[src/rtl/asc_pkg.sv]
package asc_pkg;

	localparam int unsigned WORD_W       = 64;
	localparam int unsigned LANES        = 5;
	localparam int unsigned CNT_W        = 4;
	localparam int unsigned RND_W        = 4;
	localparam int unsigned IN_TDATA_W   = 136;
	localparam int unsigned OUT_TDATA_W  = 200;
	localparam int unsigned IN_TUSER_W   = 3;
	localparam int unsigned OUT_TUSER_W  = 3;
	localparam int unsigned CFG_IDX_W    = 1;

	localparam logic [WORD_W-1:0] ASC_IV = 64'h80400c0600000000;
	localparam logic [CNT_W-1:0]  FULL_BYTES = 4'd8;
	localparam logic [RND_W-1:0]  RND_FIRST_A = 4'd0;
	localparam logic [RND_W-1:0]  RND_FIRST_B = 4'd6;
	localparam logic [RND_W-1:0]  RND_LAST = 4'd11;

	localparam logic [CFG_IDX_W-1:0] REG_KEY_HIGH = 1'd0;
	localparam logic [CFG_IDX_W-1:0] REG_KEY_LOW  = 1'd1;

	typedef enum logic [1:0] {
		MODE_START = 2'd0,
		MODE_AD    = 2'd1,
		MODE_TEXT  = 2'd2,
		MODE_TAG   = 2'd3
	} mode_t;

	typedef logic [LANES-1:0][WORD_W-1:0] lanes_t;

	typedef struct packed {
		logic [WORD_W-1:0] tag_low;
		logic [WORD_W-1:0] tag_high;
		logic [CNT_W-1:0]  out_bytes;
		logic [WORD_W-1:0] out_data;
		logic              status;
		logic              auth_ok;
		logic              tag_valid;
	} res_t;

	localparam logic [7:0] ASC_RC [12] = '{
		8'hf0, 8'he1, 8'hd2, 8'hc3, 8'hb4, 8'ha5,
		8'h96, 8'h87, 8'h78, 8'h69, 8'h5a, 8'h4b
	};

	function automatic logic [WORD_W-1:0] lead_mask(input logic [CNT_W-1:0] n);
		logic [6:0] sh;
		sh = 7'd64 - {n, 3'b000};
		return ~64'd0 << sh;
	endfunction

	function automatic logic [WORD_W-1:0] pad_bit(input logic [CNT_W-1:0] n);
		logic [6:0] sh;
		sh = 7'd56 - {n, 3'b000};
		return 64'h80 << sh;
	endfunction

endpackage

[src/rtl/ascon128_aead_top.sv]
// Rounds per accepted beat: a start item or a final text block runs 12 rounds, an associated-data
// or full text block runs 6 rounds, and a tag check or an ignored item runs none. All rounds run on
// the single round unit, one round a cycle; no new beat is taken until the last result has moved on.
// Reset (arst_n low, asynchronous) clears the key, the state lanes, the phase and the output register.
module ascon128_aead_top import asc_pkg::*; (
	input  logic                    clk,
	input  logic                    arst_n,
	input  logic                    cfg_we,
	input  logic [CFG_IDX_W-1:0]    cfg_index,
	input  logic [WORD_W-1:0]       cfg_data,
	input  logic                    s_axis_tvalid,
	output logic                    s_axis_tready,
	// data_high, data_low, byte_count, zero fill
	input  logic [IN_TDATA_W-1:0]   s_axis_tdata,
	// mode, decrypt
	input  logic [IN_TUSER_W-1:0]   s_axis_tuser,
	output logic                    m_axis_tvalid,
	input  logic                    m_axis_tready,
	// out_data, out_bytes, tag_high, tag_low, zero fill
	output logic [OUT_TDATA_W-1:0]  m_axis_tdata,
	// tag_valid, auth_ok, status
	output logic [OUT_TUSER_W-1:0]  m_axis_tuser
);

	res_t res, out_q;
	logic res_valid, res_ready, out_valid_q;

	asc_core u_core (
		.clk           (clk),
		.arst_n        (arst_n),
		.cfg_we        (cfg_we),
		.cfg_index     (cfg_index),
		.cfg_data      (cfg_data),
		.in_valid      (s_axis_tvalid),
		.in_ready      (s_axis_tready),
		.in_mode       (mode_t'(s_axis_tuser[1:0])),
		.in_decrypt    (s_axis_tuser[2]),
		.in_data_high  (s_axis_tdata[63:0]),
		.in_data_low   (s_axis_tdata[127:64]),
		.in_byte_count (s_axis_tdata[131:128]),
		.res_valid     (res_valid),
		.res_ready     (res_ready),
		.res           (res)
	);

	assign res_ready = !out_valid_q || m_axis_tready;

	always_ff @(posedge clk or negedge arst_n) begin
		if (!arst_n) begin
			out_valid_q <= 1'b0;
			out_q <= '0;
		end else begin
			if (res_ready) begin
				out_valid_q <= res_valid;
				if (res_valid) begin
					out_q <= res;
				end
			end
		end
	end

	assign m_axis_tvalid = out_valid_q;
	assign m_axis_tdata  = {4'd0, out_q.tag_low, out_q.tag_high, out_q.out_bytes, out_q.out_data};
	assign m_axis_tuser  = {out_q.status, out_q.auth_ok, out_q.tag_valid};

endmodule

[src/rtl/asc_round.sv]
module asc_round import asc_pkg::*; (
	input  lanes_t           lanes_in,
	input  logic [RND_W-1:0] rnd,
	output lanes_t           lanes_out
);

	function automatic logic [WORD_W-1:0] rotr(input logic [WORD_W-1:0] x, input int n);
		return (x >> n) | (x << (WORD_W - n));
	endfunction

	logic [WORD_W-1:0] a, b, c, d, e;
	logic [WORD_W-1:0] a1, b1, c1, d1, e1;
	logic [WORD_W-1:0] a2, b2, c2, d2, e2;

	always_comb begin
		a = lanes_in[0];
		b = lanes_in[1];
		c = lanes_in[2] ^ {56'd0, ASC_RC[rnd]};
		d = lanes_in[3];
		e = lanes_in[4];
		a = a ^ e;
		e = e ^ d;
		c = c ^ b;
		a1 = a ^ (~b & c);
		b1 = b ^ (~c & d);
		c1 = c ^ (~d & e);
		d1 = d ^ (~e & a);
		e1 = e ^ (~a & b);
		b1 = b1 ^ a1;
		a1 = a1 ^ e1;
		d1 = d1 ^ c1;
		c1 = ~c1;
		a2 = a1 ^ rotr(a1, 19) ^ rotr(a1, 28);
		b2 = b1 ^ rotr(b1, 61) ^ rotr(b1, 39);
		c2 = c1 ^ rotr(c1, 1) ^ rotr(c1, 6);
		d2 = d1 ^ rotr(d1, 10) ^ rotr(d1, 17);
		e2 = e1 ^ rotr(e1, 7) ^ rotr(e1, 41);
		lanes_out = {e2, d2, c2, b2, a2};
	end

endmodule

[src/rtl/asc_core.sv]
module asc_core import asc_pkg::*; (
	input  logic                  clk,
	input  logic                  arst_n,
	input  logic                  cfg_we,
	input  logic [CFG_IDX_W-1:0]  cfg_index,
	input  logic [WORD_W-1:0]     cfg_data,
	input  logic                  in_valid,
	output logic                  in_ready,
	input  mode_t                 in_mode,
	input  logic                  in_decrypt,
	input  logic [WORD_W-1:0]     in_data_high,
	input  logic [WORD_W-1:0]     in_data_low,
	input  logic [CNT_W-1:0]      in_byte_count,
	output logic                  res_valid,
	input  logic                  res_ready,
	output res_t                  res
);

	typedef enum logic [1:0] {ST_IDLE, ST_RUN, ST_HOLD} state_t;
	typedef enum logic [1:0] {PH_IDLE, PH_AD, PH_TEXT, PH_DONE} phase_t;
	typedef enum logic [1:0] {POST_NONE, POST_KEY, POST_DSEP, POST_TAG} post_t;

	state_t            state_q;
	phase_t            phase_q, pre_phase;
	post_t             post_q, pre_post;
	lanes_t            lane_q, pre_lanes, rnd_out, post_lanes;
	res_t              res_q, pre_res;
	logic [RND_W-1:0]  round_q, pre_round;
	logic [WORD_W-1:0] key_high_q, key_low_q;
	logic              decrypting_q, dsd_q, pre_dec, pre_dsd, pre_run;
	logic [CNT_W-1:0]  n;
	logic [WORD_W-1:0] m, blk, pad;
	logic              accept;

	asc_round u_round (
		.lanes_in  (lane_q),
		.rnd       (round_q),
		.lanes_out (rnd_out)
	);

	assign in_ready  = (state_q == ST_IDLE);
	assign accept    = in_valid && in_ready;
	assign res_valid = (state_q == ST_HOLD);
	assign res       = res_q;

	always_comb begin
		n = (in_byte_count > FULL_BYTES) ? FULL_BYTES : in_byte_count;
		m = lead_mask(n);
		pad = (n < FULL_BYTES) ? pad_bit(n) : '0;
		blk = in_data_high & m;
		pre_lanes = lane_q;
		pre_res = '0;
		pre_round = RND_FIRST_B;
		pre_run = 1'b0;
		pre_post = POST_NONE;
		pre_phase = phase_q;
		pre_dec = decrypting_q;
		pre_dsd = dsd_q;
		unique case (in_mode)
			MODE_START: begin
				pre_lanes = {in_data_low, in_data_high, key_low_q, key_high_q, ASC_IV};
				pre_dec = in_decrypt;
				pre_dsd = 1'b0;
				pre_phase = PH_AD;
				pre_round = RND_FIRST_A;
				pre_run = 1'b1;
				pre_post = POST_KEY;
			end
			MODE_AD: begin
				if (phase_q != PH_AD) begin
					pre_res.status = 1'b1;
				end else begin
					pre_lanes[0] = lane_q[0] ^ blk ^ pad;
					pre_run = 1'b1;
					if (n < FULL_BYTES) begin
						pre_post = POST_DSEP;
						pre_dsd = 1'b1;
						pre_phase = PH_TEXT;
					end
				end
			end
			MODE_TEXT: begin
				if (phase_q != PH_AD && phase_q != PH_TEXT) begin
					pre_res.status = 1'b1;
				end else begin
					pre_lanes[4][0] = lane_q[4][0] ^ ~dsd_q;
					pre_dsd = 1'b1;
					pre_phase = PH_TEXT;
					pre_res.out_data = (lane_q[0] ^ blk) & m;
					if (decrypting_q) begin
						pre_lanes[0] = (lane_q[0] & ~m) | blk;
					end else begin
						pre_lanes[0] = lane_q[0] ^ blk;
					end
					pre_res.out_bytes = n;
					pre_run = 1'b1;
					if (n < FULL_BYTES) begin
						pre_lanes[0] = pre_lanes[0] ^ pad;
						pre_lanes[1] = lane_q[1] ^ key_high_q;
						pre_lanes[2] = lane_q[2] ^ key_low_q;
						pre_round = RND_FIRST_A;
						pre_post = POST_TAG;
						pre_phase = PH_DONE;
					end
				end
			end
			MODE_TAG: begin
				if (phase_q != PH_DONE) begin
					pre_res.status = 1'b1;
				end else begin
					pre_res.auth_ok = (lane_q[3] == in_data_high) && (lane_q[4] == in_data_low);
				end
			end
		endcase
	end

	always_comb begin
		post_lanes = rnd_out;
		if (round_q == RND_LAST) begin
			unique case (post_q)
				POST_NONE: ;
				POST_DSEP: post_lanes[4][0] = ~rnd_out[4][0];
				POST_KEY, POST_TAG: begin
					post_lanes[3] = rnd_out[3] ^ key_high_q;
					post_lanes[4] = rnd_out[4] ^ key_low_q;
				end
			endcase
		end
	end

	always_ff @(posedge clk or negedge arst_n) begin
		if (!arst_n) begin
			state_q <= ST_IDLE;
			phase_q <= PH_IDLE;
			post_q <= POST_NONE;
			round_q <= '0;
			decrypting_q <= 1'b0;
			dsd_q <= 1'b0;
			key_high_q <= '0;
			key_low_q <= '0;
			lane_q <= '0;
			res_q <= '0;
		end else begin
			if (cfg_we) begin
				unique case (cfg_index)
					REG_KEY_HIGH: key_high_q <= cfg_data;
					REG_KEY_LOW:  key_low_q <= cfg_data;
				endcase
			end
			unique case (state_q)
				ST_IDLE: begin
					if (accept) begin
						lane_q <= pre_lanes;
						res_q <= pre_res;
						round_q <= pre_round;
						post_q <= pre_post;
						phase_q <= pre_phase;
						decrypting_q <= pre_dec;
						dsd_q <= pre_dsd;
						state_q <= pre_run ? ST_RUN : ST_HOLD;
					end
				end
				ST_RUN: begin
					lane_q <= post_lanes;
					if (round_q == RND_LAST) begin
						round_q <= '0;
						state_q <= ST_HOLD;
						if (post_q == POST_TAG) begin
							res_q.tag_high <= post_lanes[3];
							res_q.tag_low <= post_lanes[4];
							res_q.tag_valid <= 1'b1;
						end
					end else begin
						round_q <= round_q + 1'b1;
					end
				end
				ST_HOLD: begin
					if (res_ready) begin
						state_q <= ST_IDLE;
					end
				end
				default: state_q <= ST_IDLE;
			endcase
		end
	end

endmodule

[config.mk]
export PLATFORM = sky130hd
export DESIGN_NAME = ascon128_aead_top
export DESIGN_NICKNAME = d
export VERILOG_FILES = /design/src/rtl/asc_pkg.sv /design/src/rtl/ascon128_aead_top.sv /design/src/rtl/asc_round.sv /design/src/rtl/asc_core.sv
export SDC_FILE = /design/constraint.sdc
export NUM_CORES = 2
export LEC_CHECK = 0
export BUFFER_PORTS_ARGS = -buffer_cell sky130_fd_sc_hd__buf_2
export CAP_MARGIN = 10
export CORE_MARGIN = 5
export CORE_UTILIZATION = 60
export CTS_CLUSTER_DIAMETER = 40
export CTS_CLUSTER_SIZE = 25
export DETAILED_ROUTE_END_ITERATION = 8
export PLACE_DENSITY = 0.79
export SYNTH_ARGS = -nofsm -noshare
export SYNTH_HDL_FRONTEND = slang
export SYNTH_SLANG_ARGS = --single-unit
[constraint.sdc]
create_clock -name clk -period 3.33 [get_ports clk]
set_input_delay 0.666 -clock clk [delete_from_list [all_inputs] [get_ports clk]]
set_output_delay 0.666 -clock clk [all_outputs]
set_load 0.03 [all_outputs]
==> metrics.md <==
| Metric | Value |
|---|---|
| Yosys cell types | `71` |
| Root Buffer | `clkbuf_16` |
| Post-Synthesis Cell Area | `58900 um^2` |
| Synth area leader | `dfrtp_1` |
| Syn. warnings | `0` |
| Initial antenna violation count | `34` |
| First-pass GRT wire length | `405000 um` |
| EDFF count, synth | `0` |
| Worst-path clk slew | `0.07 ns` |
| Final WL | `298000 um` |
| Unrepaired setup endpoints after global routing | `false` |
| DP HPWL | `235000 um` |
| Final worst slack | `-0.0445 ns` |
| Num rows | `115` |
| Top Usage Layer GRT | `met2` |
| WP data required | `3.94 ns` |
| Vias in the first global route | `51700` |
| # nets final | `6916` |
| Setup Crit Path Kind | `register to register` |
| Clk sinks | `858` |
| Final Cycle Share | `101%` |
| Number of remaining DRC errors | `0` |
| Port Buf Inserts | `405` |
| Ports | `414` |
| Setup crit end kind | `register` |
| GR Util met2 | `73.9%` |
| 1st-iter DRT viols | `9185` |
| Minimum clock period | `3.37 ns` |
| CTS Buf Count | `137` |
| H-Tree Depth | `4` |
| Syn_area_per_cell | `10.2 um^2` |
| Status | `finished, violations left` |
| Max Cap Viol | `0` |
| Setup TNS | `-0.0506 ns` |
| DR WL/cell | `37.3 um` |
| Seq cells post-synth | `858` |
| GRT overflow | `0` |
| Largest net degree at the start of global routing | `127` |
| Failing checks | `negative setup slack` |
| Area delta synth->final | `19.9%` |
| CP Data Arrival Time | `3.98 ns` |
| Pre-antenna DRT Iters | `9` |
| Initial Utilization | `60.1%` |
| Ys flop type | `dfrtp_1` |
| Mapped Cells | `5795` |
| Layout cells sized above 1 | `23.5%` |
| GRT Util Overall | `55.9%` |
| Die width | `323 um` |
| Most frequent cells in the layout | `930 x nand2_1, 858 x dfrtp_1, 720 x xnor2_1, 484 x buf_4, 404 x buf_2` |
| Routability congestion estimate | `1.18` |
| Post-CTS setup buffers | `0` |
| Max-slew violation count | `0` |
| Max FO, Critical Path | `5` |
| Async S/R FF share, synth | `100%` |
| Clk Latency, worst-skew pair | `0.80 ns` |
| Die Height | `323 um` |
| Die Area | `105000 um^2` |
| Hold Crit Class | `input pin to register` |
| Met3 Use GR | `29.6%` |
| Vias | `54400` |
| Post-synthesis sequential area ratio | `36.4%` |
| CTS tree | `done` |
| Synth area leaders | `dfrtp_1 36%, xnor2_1 11%, mux2_2 6.3%, nand2_1 6.0%, xnor3_1 5.3%` |
| Slew @ Worst Pin | `1.13 ns` |
| CTS max path bufs | `3` |
| Yosys top cell area share | `36.4%` |
| Slew headroom | `24.0%` |
| DRT antenna net count | `0` |
| Fill cells | `6808` |
| Worst Setup Start Kind | `register` |
| Commonest non-fill, non-tap cell in the layout | `nand2_1` |
| Fmax | `296 MHz` |
| Final Setup Violations | `2` |
| GR met1 Demand/Resource | `66.7%` |
| Final hold vios | `0` |
| Clock skew | `0.0590 ns` |
| Core Footprint | `98000 um^2` |
| Drt via density | `6.81` |
[flip-flops by register name (all words and copies together) (netlist names), 3 cells and up]
| name | flops |
|---|---|
| u_core.lane_q | 320 |
| u_core.res | 199 |
| m_axis_tdata | 196 |
| u_core.key_high_q | 64 |
| u_core.key_low_q | 64 |
| u_core.round_q | 4 |
| m_axis_tuser | 3 |
[metal layers]
layer  vias to the layer above  part of all wire, %
li1                      21500                    -
met4                        30                   11
met3                      1387                   17
met2                      5024                   38
met5                         -                 0.16
met1                     26400                   34
[synthesized netlist by cell type, types with 99 or more instances]
master    count
ha_1        143
inv_1       237
nor2_1      173
xor2_1      315
xor3_1      118
a21oi_1     192
xnor3_1     139
dfrtp_1     858
xnor2_1     729
mux2i_1     128
o211ai_1    140
o21ai_0     378
buf_2        99
nand2_1     934
clkbuf_1    165
mux2_2      331
[worst max-delay path, cell delays in order, from the launching register on]
cell,delay (ns)
dfrtp_1,0.78
inv_1,0.11
maj3_1,0.46
xor2_1,0.82
xnor3_1,0.55
nand2_1,0.34
o211ai_1,0.14
[metrics by stage]
step | instance area, um^2 | cells | hold WS (ns) | utilization, % | setup WS, ns
after floorplan | 58900 | 5798 | 0.370 | - | 0.157
after global placement | 65900 | 7711 | 0.448 | 67.3 | 0.162
after detailed placement | 65900 | 7711 | 0.470 | 67.3 | 0.0868
after CTS | 70600 | 7963 | 0.104 | 72.1 | 0.364
after global routing | 70600 | 7966 | 0.111 | 72.1 | 0.0668
final | 70700 | 7986 | 0.106 | 72.1 | -0.0445
[worst paths after layout]
| check | start | cells after the start | slack, ns | endpoint |
|---|---|---|---|---|
| worst max-delay path | u_core.lane_q[24] | 6 | -0.04 | u_core.lane_q[199] |
| worst min-delay path | cfg_data[29] | 2 | 0.11 | u_core.key_low_q[29] |
| worst max register to register | u_core.lane_q[24] | 6 | -0.04 | u_core.lane_q[199] |
| worst min register to register | u_core.res[126] | 2 | 0.48 | u_core.res[126] |
| max in group asynchronous | arst_n | 4 | 1.88 | u_core.lane_q[104] |
| min in group asynchronous | arst_n | 2 | 0.41 | m_axis_tdata[56] |
[timing repair]
action	in CTS	in global routing
hold buffers	1	0
resized for setup	0	0
hold endpoints to repair	54	0
[cells by family (layout without fill, tap and decap cells)]
family	count (synthesis)	in the layout	share of synthesized area, %
AND/OR/NAND/NOR	1363	1363	9.74
multiplexers	459	459	8.50
buffers and inverters	542	1420	3.78
flip-flops	858	858	36.4
adder cells (fa/ha/maj)	205	205	4.09
other	1	27	0.00636
AO/OA/AOI/OAI	1044	1044	11.2
XOR/XNOR	1323	1323	26.2
[final cells by class]
type,count,area (um^2),share of cell area [%]
Sequential cell,858,21500,30.4
Inverter,237,890,1.26
Clock buffer,156,3660,5.19
Clock inverter,95,1030,1.45
Antenna cell,23,57.6,0.0814
Multi-Input combinational cell,4398,35400,50.1
Timing Repair Buffer,932,6520,9.23
Tap cell,1287,1610,2.28
Power is not shown: default switching activity piles up to over one toggle a cycle in this logic, so the estimate is an artifact.
